===== src/rtl/dmwbc_pkg.sv =====
// Package for the direct-mapped write-back cache core.
// Holds the controller/datapath command and status types and the cost constants.
// No dependencies.
package dmwbc_pkg;

	// Default geometry
	localparam int DEF_INDEX_BITS  = 4;
	localparam int DEF_OFFSET_BITS = 2;
	localparam int DEF_TAG_BITS    = 2;
	localparam int DEF_WORD_BITS   = 32;

	// Width of the running cycle total
	localparam int CYCLE_BITS = 32;

	// Modeled access costs
	localparam logic [CYCLE_BITS-1:0] COST_ACCESS         = CYCLE_BITS'(1);
	localparam logic [CYCLE_BITS-1:0] COST_FILL           = CYCLE_BITS'(13);
	localparam logic [CYCLE_BITS-1:0] COST_WRITEBACK      = CYCLE_BITS'(12);
	localparam logic [CYCLE_BITS-1:0] COST_UNCACHED_WRITE = CYCLE_BITS'(3);

	// Datapath operations issued by the controller
	typedef enum logic [2:0] {
		OP_NONE,
		OP_CLEAR,
		OP_CAPTURE,
		OP_LOOK,
		OP_WBACK,
		OP_FILL,
		OP_LINE,
		OP_RESP
	} dp_op_t;

	typedef struct packed {
		dp_op_t op;
	} dp_cmd_t;

	typedef struct packed {
		logic clear_done;
		logic step_done;
		logic cached;
		logic hit;
		logic victim_dirty;
	} dp_status_t;

endpackage


===== src/rtl/dmwbc_ctrl.sv =====
// Controller state machine of the cache core.
// Sequences clear, lookup, write-back, fill, line access and response; uses dmwbc_pkg.
module dmwbc_ctrl (
	input  logic                  clk,
	input  logic                  arst_n,
	input  logic                  in_valid,
	output logic                  in_ready,
	output logic                  out_valid,
	input  logic                  out_ready,
	output dmwbc_pkg::dp_cmd_t    cmd,
	input  dmwbc_pkg::dp_status_t st
);
	import dmwbc_pkg::*;

	typedef enum logic [2:0] {
		S_CLEAR,
		S_IDLE,
		S_LOOK,
		S_WBACK,
		S_FILL,
		S_LINE,
		S_RESP
	} state_t;

	state_t state_q;
	logic   out_valid_q;
	logic   load_out;

	assign load_out  = (state_q == S_RESP) && (!out_valid_q || out_ready);
	assign in_ready  = (state_q == S_IDLE);
	assign out_valid = out_valid_q;

	// Operation for the datapath in the current state
	always_comb begin
		cmd.op = OP_NONE;
		unique case (state_q)
			S_CLEAR: cmd.op = OP_CLEAR;
			S_IDLE:  cmd.op = in_valid ? OP_CAPTURE : OP_NONE;
			S_LOOK:  cmd.op = OP_LOOK;
			S_WBACK: cmd.op = OP_WBACK;
			S_FILL:  cmd.op = OP_FILL;
			S_LINE:  cmd.op = OP_LINE;
			S_RESP:  cmd.op = load_out ? OP_RESP : OP_NONE;
			default: cmd.op = OP_NONE;
		endcase
	end

	// State and output valid
	always_ff @(posedge clk or negedge arst_n) begin
		if (!arst_n) begin
			state_q     <= S_CLEAR;
			out_valid_q <= 1'b0;
		end else begin
			if (load_out) begin
				out_valid_q <= 1'b1;
			end else if (out_ready) begin
				out_valid_q <= 1'b0;
			end
			unique case (state_q)
				S_CLEAR: if (st.clear_done) state_q <= S_IDLE;
				S_IDLE:  if (in_valid) state_q <= S_LOOK;
				S_LOOK: begin
					priority if (!st.cached)     state_q <= S_RESP;
					else if (st.hit)             state_q <= S_LINE;
					else if (st.victim_dirty)    state_q <= S_WBACK;
					else                         state_q <= S_FILL;
				end
				S_WBACK: if (st.step_done) state_q <= S_FILL;
				S_FILL:  if (st.step_done) state_q <= S_LINE;
				S_LINE:  state_q <= S_RESP;
				S_RESP:  if (load_out) state_q <= S_IDLE;
				default: state_q <= S_IDLE;
			endcase
		end
	end

endmodule


===== config.mk =====
export PLATFORM = sky130hd
export DESIGN_NAME = dmwbc_ctrl
export DESIGN_NICKNAME = d
export VERILOG_FILES = /design/src/rtl/dmwbc_pkg.sv /design/src/rtl/dmwbc_ctrl.sv
export SDC_FILE = /design/constraint.sdc
export NUM_CORES = 1
export LEC_CHECK = 0
export ABC_AREA = 1
export BUFFER_PORTS_ARGS = -buffer_cell sky130_fd_sc_hd__buf_2
export CAP_MARGIN = 30
export CORE_AREA = 2 2 39 41
export CTS_CLUSTER_DIAMETER = 50
export CTS_CLUSTER_SIZE = 16
export DETAILED_ROUTE_END_ITERATION = 6
export DIE_AREA = 0 0 41 43
export PLACE_DENSITY_LB_ADDON = 0.2
export SLEW_MARGIN = 20
export SYNTH_ARGS = -nofsm -noshare
export SYNTH_HDL_FRONTEND = slang
export SYNTH_SLANG_ARGS = --single-unit

===== constraint.sdc =====
create_clock -name clk -period 1.4 [get_ports clk]
set_input_delay 0.14 -clock clk [delete_from_list [all_inputs] [get_ports clk]]
set_output_delay 0.14 -clock clk [all_outputs]
set_load 0.05 [all_outputs]

* Word level (Yosys, flattened, before mapping)
Index checks and enable logic that the tools add are counted.
Word-level totals: register bits after elaboration 4, bits of input ports 9, output and inout port bits 5, word-level logic and storage cells 33
Operators by class: equality and inequality tests 11, muxes and demuxes 14, reductions and logical operators 6
Operators with widths (number):
- 3-bit case mux with 7 select lines | 2
- 3-bit two-way mux | 9
- 2-bit inequality test, second input constant | 5
- 3-bit equality test, second input constant | 3
- 3-bit by 2-bit equality test with 1-bit output, second input constant | 2
- 5-bit AND reduction | 1
- 3-bit by 1-bit equality test with 1-bit output, second input constant | 1
- 3-bit zero test | 1
- 1-bit two-way mux | 2
- 2-bit two-way mux | 1
- 2-bit nonzero test | 1
- 1-bit logical AND | 1
- 1-bit zero test | 1
- 1-bit logical OR | 1

* Logic depth before layout (Yosys ltp)
Gate-level depths: netlist of run 1.
depth in word-level cells 5, gate-level depth with buffers 8, mapped depth without buffers 8

* Least setup slack after synthesis of run 1
OpenSTA, ideal clock, no wires.
path type register -> output, from reg out_valid_q, in the netlist out_valid, to out cmd[0] (netlist bit), arrival time 1.586 ns, data required time 1.260 ns, path slack -0.326 ns, cell stages (with the launch flop) 4, buffers on the path 0, cells stage by stage dfrtp_1 -> nand2_1 -> inv_1 -> a31oi_1
RTL lines:
- from (decl) | line dmwbc_ctrl.sv:26 | logic out_valid_q;
- from (signal assigned) | line dmwbc_ctrl.sv:52 | out_valid_q <= 1'b0;
- from (signal assigned) | line dmwbc_ctrl.sv:55 | out_valid_q <= 1'b1;
- from (signal assigned) | line dmwbc_ctrl.sv:57 | out_valid_q <= 1'b0;
- to (decl) | line dmwbc_ctrl.sv:10 | output dmwbc_pkg::dp_cmd_t cmd,

==> metrics.md, run 1 <==
| Metric | Value |
|---|---|
| H-tree levels | `1` |
| Pwr Density | `2830 nW/um^2` |
| Initial Util | `33.7%` |
| DIE AREA | `1760 sq um` |
| Final Hold Fails | `0` |
| CP max FO | `6` |
| Setup crit end kind | `primary output` |
| Antenna diodes | `0` |
| Detailed-route via count | `481` |
| Crit path largest cell delay | `470 ps` |
| Gpl congestion | `0.753` |
| Pin count of the biggest net entering global routing | `7` |
| Core area | `1380 sq um` |
| Sequential area share after synthesis | `21.4%` |
| VDD IR max | `1.21 mV` |
| Post-DRT Antenna Nets | `0` |
| Final cell count without fillers | `106` |
| CP Launch Type | `flip-flop` |
| Design Area, Final | `672 sq um` |
| Final Critical Period | `1410 ps` |
| # rows | `14` |
| Max_cap viols | `0` |
| P&R area growth vs syn | `44.0%` |
| Die Wd | `41 um` |
| I/O pin count | `14` |
| #FFs+latches synth | `4` |
| WP buf/inv | `2` |
| Cell Area, Synth | `467 sq um` |
| Initial antenna violation count | `0` |
| Slew Viols, Final | `0` |
| First-pass GRT wire length | `1680 um` |
| Achievable Freq | `0.708 GHz` |
| First-pass DRT Iterations | `4` |
| Worst setup path endpoint | `cmd[2]` |
| Netlist cell types | `19` |
| Post-synthesis net count | `79` |
| Vias per inst | `4.54` |
| Skew-Pair Late Insertion Delay | `240 ps` |
| Drt total wl | `1010 um` |
| Stages on worst setup path | `5` |
| Cts bufs inserted | `3` |
| DR iter-0 viols | `10` |
| Clock Sinks | `4` |
| Mean Syn Cell Area | `6.67 sq um` |
| Port Buf Inserts | `13` |
| NumNets Final | `100` |
| Filler cells | `138` |
| Slew @ Worst Pin | `248 ps` |
| Final setup fails | `1` |
| Family with the most delay on the worst path | `flip-flops` |
| Hold_ws | `212 ps` |
| Total grt overflow | `0` |
| Failing checks | `negative setup slack` |
| Clk root buf | `clkbuf_4` |
| Yosys warnings | `0` |
| Final worst slack | `-11.6 ps` |
| RSZ-0062 raised after global routing | `yes` |
| Skew final | `15.2 ps` |
| Crit Path Class | `flip-flop to primary output` |
| Arr. time, crit path | `1270 ps` |
| Worst EP required | `1260 ps` |
| Crit-path slowest cell | `dfrtp_2` |
| Clk slew on worst S/H paths | `50 ps` |
| Gr usage total | `13.7%` |
| Max_slew headroom | `83.6%` |
| Syn Inst Count | `70` |
| Hold Path Class | `input port to flip-flop` |
| Placed cell count | `101` |
| R2r worst-path depth | `8` |
| Bufs on Longest Clock Path | `2` |
| FF-to-FF setup slack | `180 ps` |
| Die height | `43 um` |
| Final period utilization | `101%` |
| DRC viols | `0` |
| Most used cell, CP | `buf_6` |
| Critical R2R Launch | `state_q[0]` |
| Crit. Startpoint | `state_q[0]` |
| Status | `complete, but fails checks` |
| CTS tree | `built` |
| Post-Place Setup Slack | `74.7 ps` |
| Number of global-route vias before repair | `447` |
| Dpl cell area | `571 sq um` |
| HPWL Detailed | `807 um` |
| CP cell instances | `buf_6, nor2_4, nand2_2, nand3_2, buf_6` |
| RR Endpoint | `state_q[2]` |
| WL per Instance | `9.55 um` |
| Cell leakage power | `0.375 nW` |
| Layout cells sized above 1 | `54.4%` |
## placed cells by master (no fill, tap or decap), drive strengths merged
| cell type | Yosys | final |
|---|---|---|
| a21boi | 1 | 1 |
| clkbuf | 0 | 4 |
| inv | 10 | 10 |
| o21ai | 1 | 1 |
| a31oi | 1 | 1 |
| nand3 | 10 | 10 |
| a21oi | 1 | 1 |
| nor3 | 1 | 1 |
| dlygate4sd3 | 0 | 1 |
| o21a | 1 | 1 |
| buf | 3 | 18 |
| nor2 | 9 | 9 |
| dfrtp | 4 | 4 |
| nand2 | 28 | 28 |
## power breakdown
group / switching [mW] / internal, mW / leakage, nW
clock network: 0.0535 / 0.107 / 0.0150
logic: 0.866 / 0.569 / 0.315
registers: 0.118 / 0.185 / 0.0453
## logic make-up after synthesis
family                 synth area share, %
and+or+nand+nor                       55.5
AOI/OAI and AO/OA                     6.70
DFF                                   21.4
buffers and inverters                 16.4
## tightest hold or removal path: cells and delay by family
| family | cells | cell delay [ps] |
|---|---|---|
| AND/OR/NAND/NOR | 2 | 170 |
| buffers and inverters | 2 | 100 |
## flip-flops by register name, indices dropped and copies added (netlist names)
register / count
out_valid: 1
state_q: 3
## through the flow
step | utilization [%] | setup TNS (ps) | total power [mW]
detailed placement | 41.2 | 0 | 1.52
CTS | 45.8 | -64.4 | 1.81
finish | 48.6 | -11.6 | 1.90
floorplan | - | 0 | 1.31
global placement | 41.2 | 0 | 1.53
global route | 48.6 | -161 | 2.04
## how the worst min path moves through the flow
stage	start	to	slack (ps)	cells after the start
floorplan	arst_n	out_valid	-160	0
global placement	arst_n	state_q[0]	-50	1
detailed placement	arst_n	state_q[1]	-50	1
CTS	arst_n	out_valid	220	2
global route	arst_n	out_valid	240	2
finish	out_ready	out_valid	210	4
## what timing repair did
item,in CTS,in global routing
pin swaps,0,1
setup endpoints to repair,4,4
setup buffers,0,0
hold endpoints to repair,4,0
hold buffers,1,0
gates resized for setup,10,11
## layer usage
metal	vias up	GRT usage (%)	share of wire, %
met4	0	4.00	0
li1	255	-	-
met5	-	0	0
met1	215	16.2	45
met2	11	22.2	50
met3	0	4.71	4.4
## cells in the mapped netlist, drive strengths merged
master / instances / area, sq um
nand2: 28 / 128
inv: 10 / 42.5
nand3: 10 / 60.1
nor2: 9 / 61.3
dfrtp: 4 / 100
buf: 3 / 33.8
a21boi: 1 / 7.51
a21oi: 1 / 5.00
a31oi: 1 / 6.26
nor3: 1 / 10.0
o21a: 1 / 7.51
o21ai: 1 / 5.00
## final cells by class
type | count | area [sq um] | area share, %
clock buffer | 4 | 26.3 | 3.91
inverter | 10 | 42.5 | 6.33
multi-input combinational | 53 | 329 | 49.0
sequential | 4 | 105 | 15.6
tap | 16 | 20.0 | 2.98
timing repair buffer | 19 | 149 | 22.2
(Power assumes the default switching activity.)
==> run 2, diff against run 1 <==
Settings changed: CELL_PAD_IN_SITES_DETAIL_PLACEMENT set to 2, CELL_PAD_IN_SITES_GLOBAL_PLACEMENT set to 2, CORE_AREA 2 2 39 41 to unset, CORE_MARGIN set to 2, CORE_UTILIZATION set to 25, DIE_AREA 0 0 41 43 to unset, SKIP_CTS_REPAIR_TIMING set to 1.
==> run 2 against run 1 <==
  * The flow still finishes with violations (negative setup slack)
  * Count of clock-buffer cells in the layout stayed put
  * Sequential cell count stayed put
  * Cell area is 5.6% higher
  * Utilization is 7.9 points lower
  * Largest cell class unchanged
  * First-iteration DRC count is 80% lower
  * Critical path type unchanged
==> metrics.md, run 2 (synthesis gave the netlist of run 1 again) <==
| Metric | Value |
|---|---|
| Final Hold Fails | `0 (unchanged)` |
| NumNets Final | `103 (was 100)` |
| VDD IR max | `1.28 mV (was 1.21 mV)` |
| Skew-Pair Late Insertion Delay | `250 ps (was 240 ps)` |
| Post-route core utilization | `40.6% (was 48.6%)` |
| Max reg flops | `3 (unchanged)` |
| Slew @ Worst Pin | `250 ps (was 248 ps)` |
| Max_cap viols | `0 (unchanged)` |
| Drt total wl | `1450 um (was 1010 um)` |
| Pwr Total | `2.04 mW (was 1.90 mW)` |
| WP buf/inv | `2 (unchanged)` |
| Arr. time, crit path | `1320 ps (was 1270 ps)` |
| Stages on worst setup path | `5 (unchanged)` |
| Pint | `0.911 mW (was 0.861 mW)` |
| Crit path largest cell delay | `460 ps (was 470 ps)` |
| Switch Pwr | `1.13 mW (was 1.04 mW)` |
| Critical R2R Launch | `state_q[0] (unchanged)` |
| Die height | `47.2 um (was 43 um)` |
| Bufs on Longest Clock Path | `2 (unchanged)` |
| Final worst slack | `-57.2 ps (was -11.6 ps)` |
| Commonest non-fill, non-tap cells in the layout | `nand2_1 (20), buf_2 (9), inv_1 (7), nand3_1 (7), buf_4 (7) (was nand2_1 (21), buf_2 (9), inv_1 (7))` |
| Biggest register | `state_q (unchanged)` |
| Worst setup path endpoint | `cmd[1] (was cmd[2])` |
| H-tree levels | `1 (unchanged)` |
| Detailed-route via count | `532 (was 481)` |
| Filler cells | `218 (was 138)` |
| First-pass GRT wire length | `2360 um (was 1680 um)` |
| Max_slew headroom | `83.4% (was 83.6%)` |
| Layout cells sized above 1 | `55.9% (was 54.4%)` |
| Final period utilization | `104% (was 101%)` |
| Crit-path slowest cell | `dfrtp_2 (unchanged)` |
| Post-DRT Antenna Nets | `0 (unchanged)` |
| Slew Viols, Final | `0 (unchanged)` |
| WL per Instance | `12.3 um (was 9.55 um)` |
| FF-to-FF setup slack | `140 ps (was 180 ps)` |
| HPWL Detailed | `1210 um (was 807 um)` |
| Final Critical Period | `1460 ps (was 1410 ps)` |
| Hold Path Class | `input port to asynchronous set/reset pin (was input port to flip-flop)` |
| R2r worst-path depth | `7 (was 8)` |
| Cell leakage power | `0.400 nW (was 0.375 nW)` |
| DRC viols | `0 (unchanged)` |
| Crit. Startpoint | `state_q[2] (was state_q[0])` |
| DR iter-0 viols | `2 (was 10)` |
| Net Sw Frac | `55.3% (was 54.6%)` |
| CTS tree | `built (unchanged)` |
| Skew final | `5.93 ps (was 15.2 ps)` |
| Achievable Freq | `0.686 GHz (was 0.708 GHz)` |
| Pin count of the biggest net entering global routing | `8 (was 7)` |
| DIE AREA | `2230 sq um (was 1760 sq um)` |
| Status | `complete, but fails checks (unchanged)` |
| Clock Sinks | `4 (unchanged)` |
| CP cell instances | `buf_4, nor2_4, a21oi_2, nand2_2, buf_6 (was buf_6, nor2_4, nand2_2, nand3_2, buf_6)` |
| Gpl congestion | `0.748 (was 0.753)` |
| Family with the most delay on the worst path | `flip-flops (unchanged)` |
| Clk slew on worst S/H paths | `50 ps (about the same)` |
| Core area | `1750 sq um (was 1380 sq um)` |
| CP max FO | `7 (was 6)` |
| Crit Path Class | `flip-flop to primary output (unchanged)` |
| Antenna diodes | `0 (unchanged)` |
| CP Launch Type | `flip-flop (unchanged)` |
| Combinational share of power | `77.0% (was 75.6%)` |
| Port Buf Inserts | `13 (unchanged)` |
| Pwr Density | `2870 nW/um^2 (was 2830 nW/um^2)` |
| Die Wd | `47.2 um (was 41 um)` |
| Initial antenna violation count | `0 (unchanged)` |
| Gr usage total | `15.5% (was 13.7%)` |
| Clock power frac | `8.4% (was 8.5%)` |
| First-pass DRT Iterations | `2 (was 4)` |
| Most common cell after layout, fill and taps aside | `nand2_1 (unchanged)` |
| Worst EP required | `1260 ps (about the same)` |
| Clk root buf | `clkbuf_4 (unchanged)` |
| P&R area growth vs syn | `52.0% (was 44.0%)` |
| Initial Util | `26.7% (was 33.7%)` |
| RSZ-0062 raised after global routing | `yes (unchanged)` |
| RR Endpoint | `state_q[1] (was state_q[2])` |
| Sequential power share | `14.6% (was 16.0%)` |
| Number of global-route vias before repair | `535 (was 447)` |
| Final setup fails | `2 (was 1)` |
| Vias per inst | `4.51 (was 4.54)` |
| Failing checks | `negative setup slack (unchanged)` |
| Cts bufs inserted | `3 (unchanged)` |
| I/O pin count | `14 (unchanged)` |
| # rows | `15 (was 14)` |
| Total grt overflow | `0 (unchanged)` |
| Setup crit end kind | `primary output (unchanged)` |
## run 2: cell count changes in the layout (fill, tap and decap cells not counted), sizes merged
cell / change
buf: +3
## run 2: final cells by class
cell class	count	area, sq um	share of cell area (%)
sequential	4	105	14.8
inverter	10	42.5	6.00
multi-input combinational	53	337	47.4
tap	25	31.3	4.41
timing repair buffer	22	168	23.6
clock buffer	4	26.3	3.70
## run 2: how the worst min path moves through the flow
stage                 from         end  slack [ps]  cells past startpoint
detailed placement  arst_n  state_q[1]         -50                      1
global placement    arst_n  state_q[1]         -50                      1
global route        arst_n   out_valid         240                      2
floorplan           arst_n   out_valid        -160                      0
finish              arst_n  state_q[2]         230                      2
CTS                 arst_n  state_q[2]        -320                      1
## run 2: per-stage QoR
stage / area, sq um / setup WS, ps / cells / setup TNS (ps) / hold WS, ps
2_1_floorplan: 482 / 6.78 / 70 / 0 / -156
3_3_place_gp: 589 / 70.1 / 111 / 0 / -51.0
3_5_place_dp: 589 / 49.8 / 111 / 0 / -46.2
4_1_cts: 616 / -228 / 115 / -603 / -324
5_1_grt: 709 / -121 / 118 / -267 / 239
6_report: 709 / -57.2 / 118 / -107 / 227
## run 2: worst register-to-register path, stage by stage (launching register included)
cell and delay, ps:
dfrtp_2 470, buf_6 160, nor2_4 120, nand3_1 100, nand2_1 110, nor2_2 60
nand3_1 80, nand2_1 60
## run 2: power groups by stage
stage	combinational [mW]	sequential (mW)	clock, mW
after floorplan	1.07	0.240	0
after global placement	1.29	0.279	0
after detailed placement	1.32	0.278	0
after CTS	1.32	0.280	0.183
after global routing	1.70	0.308	0.191
final	1.57	0.297	0.171
## run 2: per-layer routing
metal	up-vias	wire, um	GRT usage, %
met5	-	0	0
met4	0	21	8.33
met3	2	57	1.15
met2	14	712	25.8
met1	254	658	19.7
li1	262	-	-
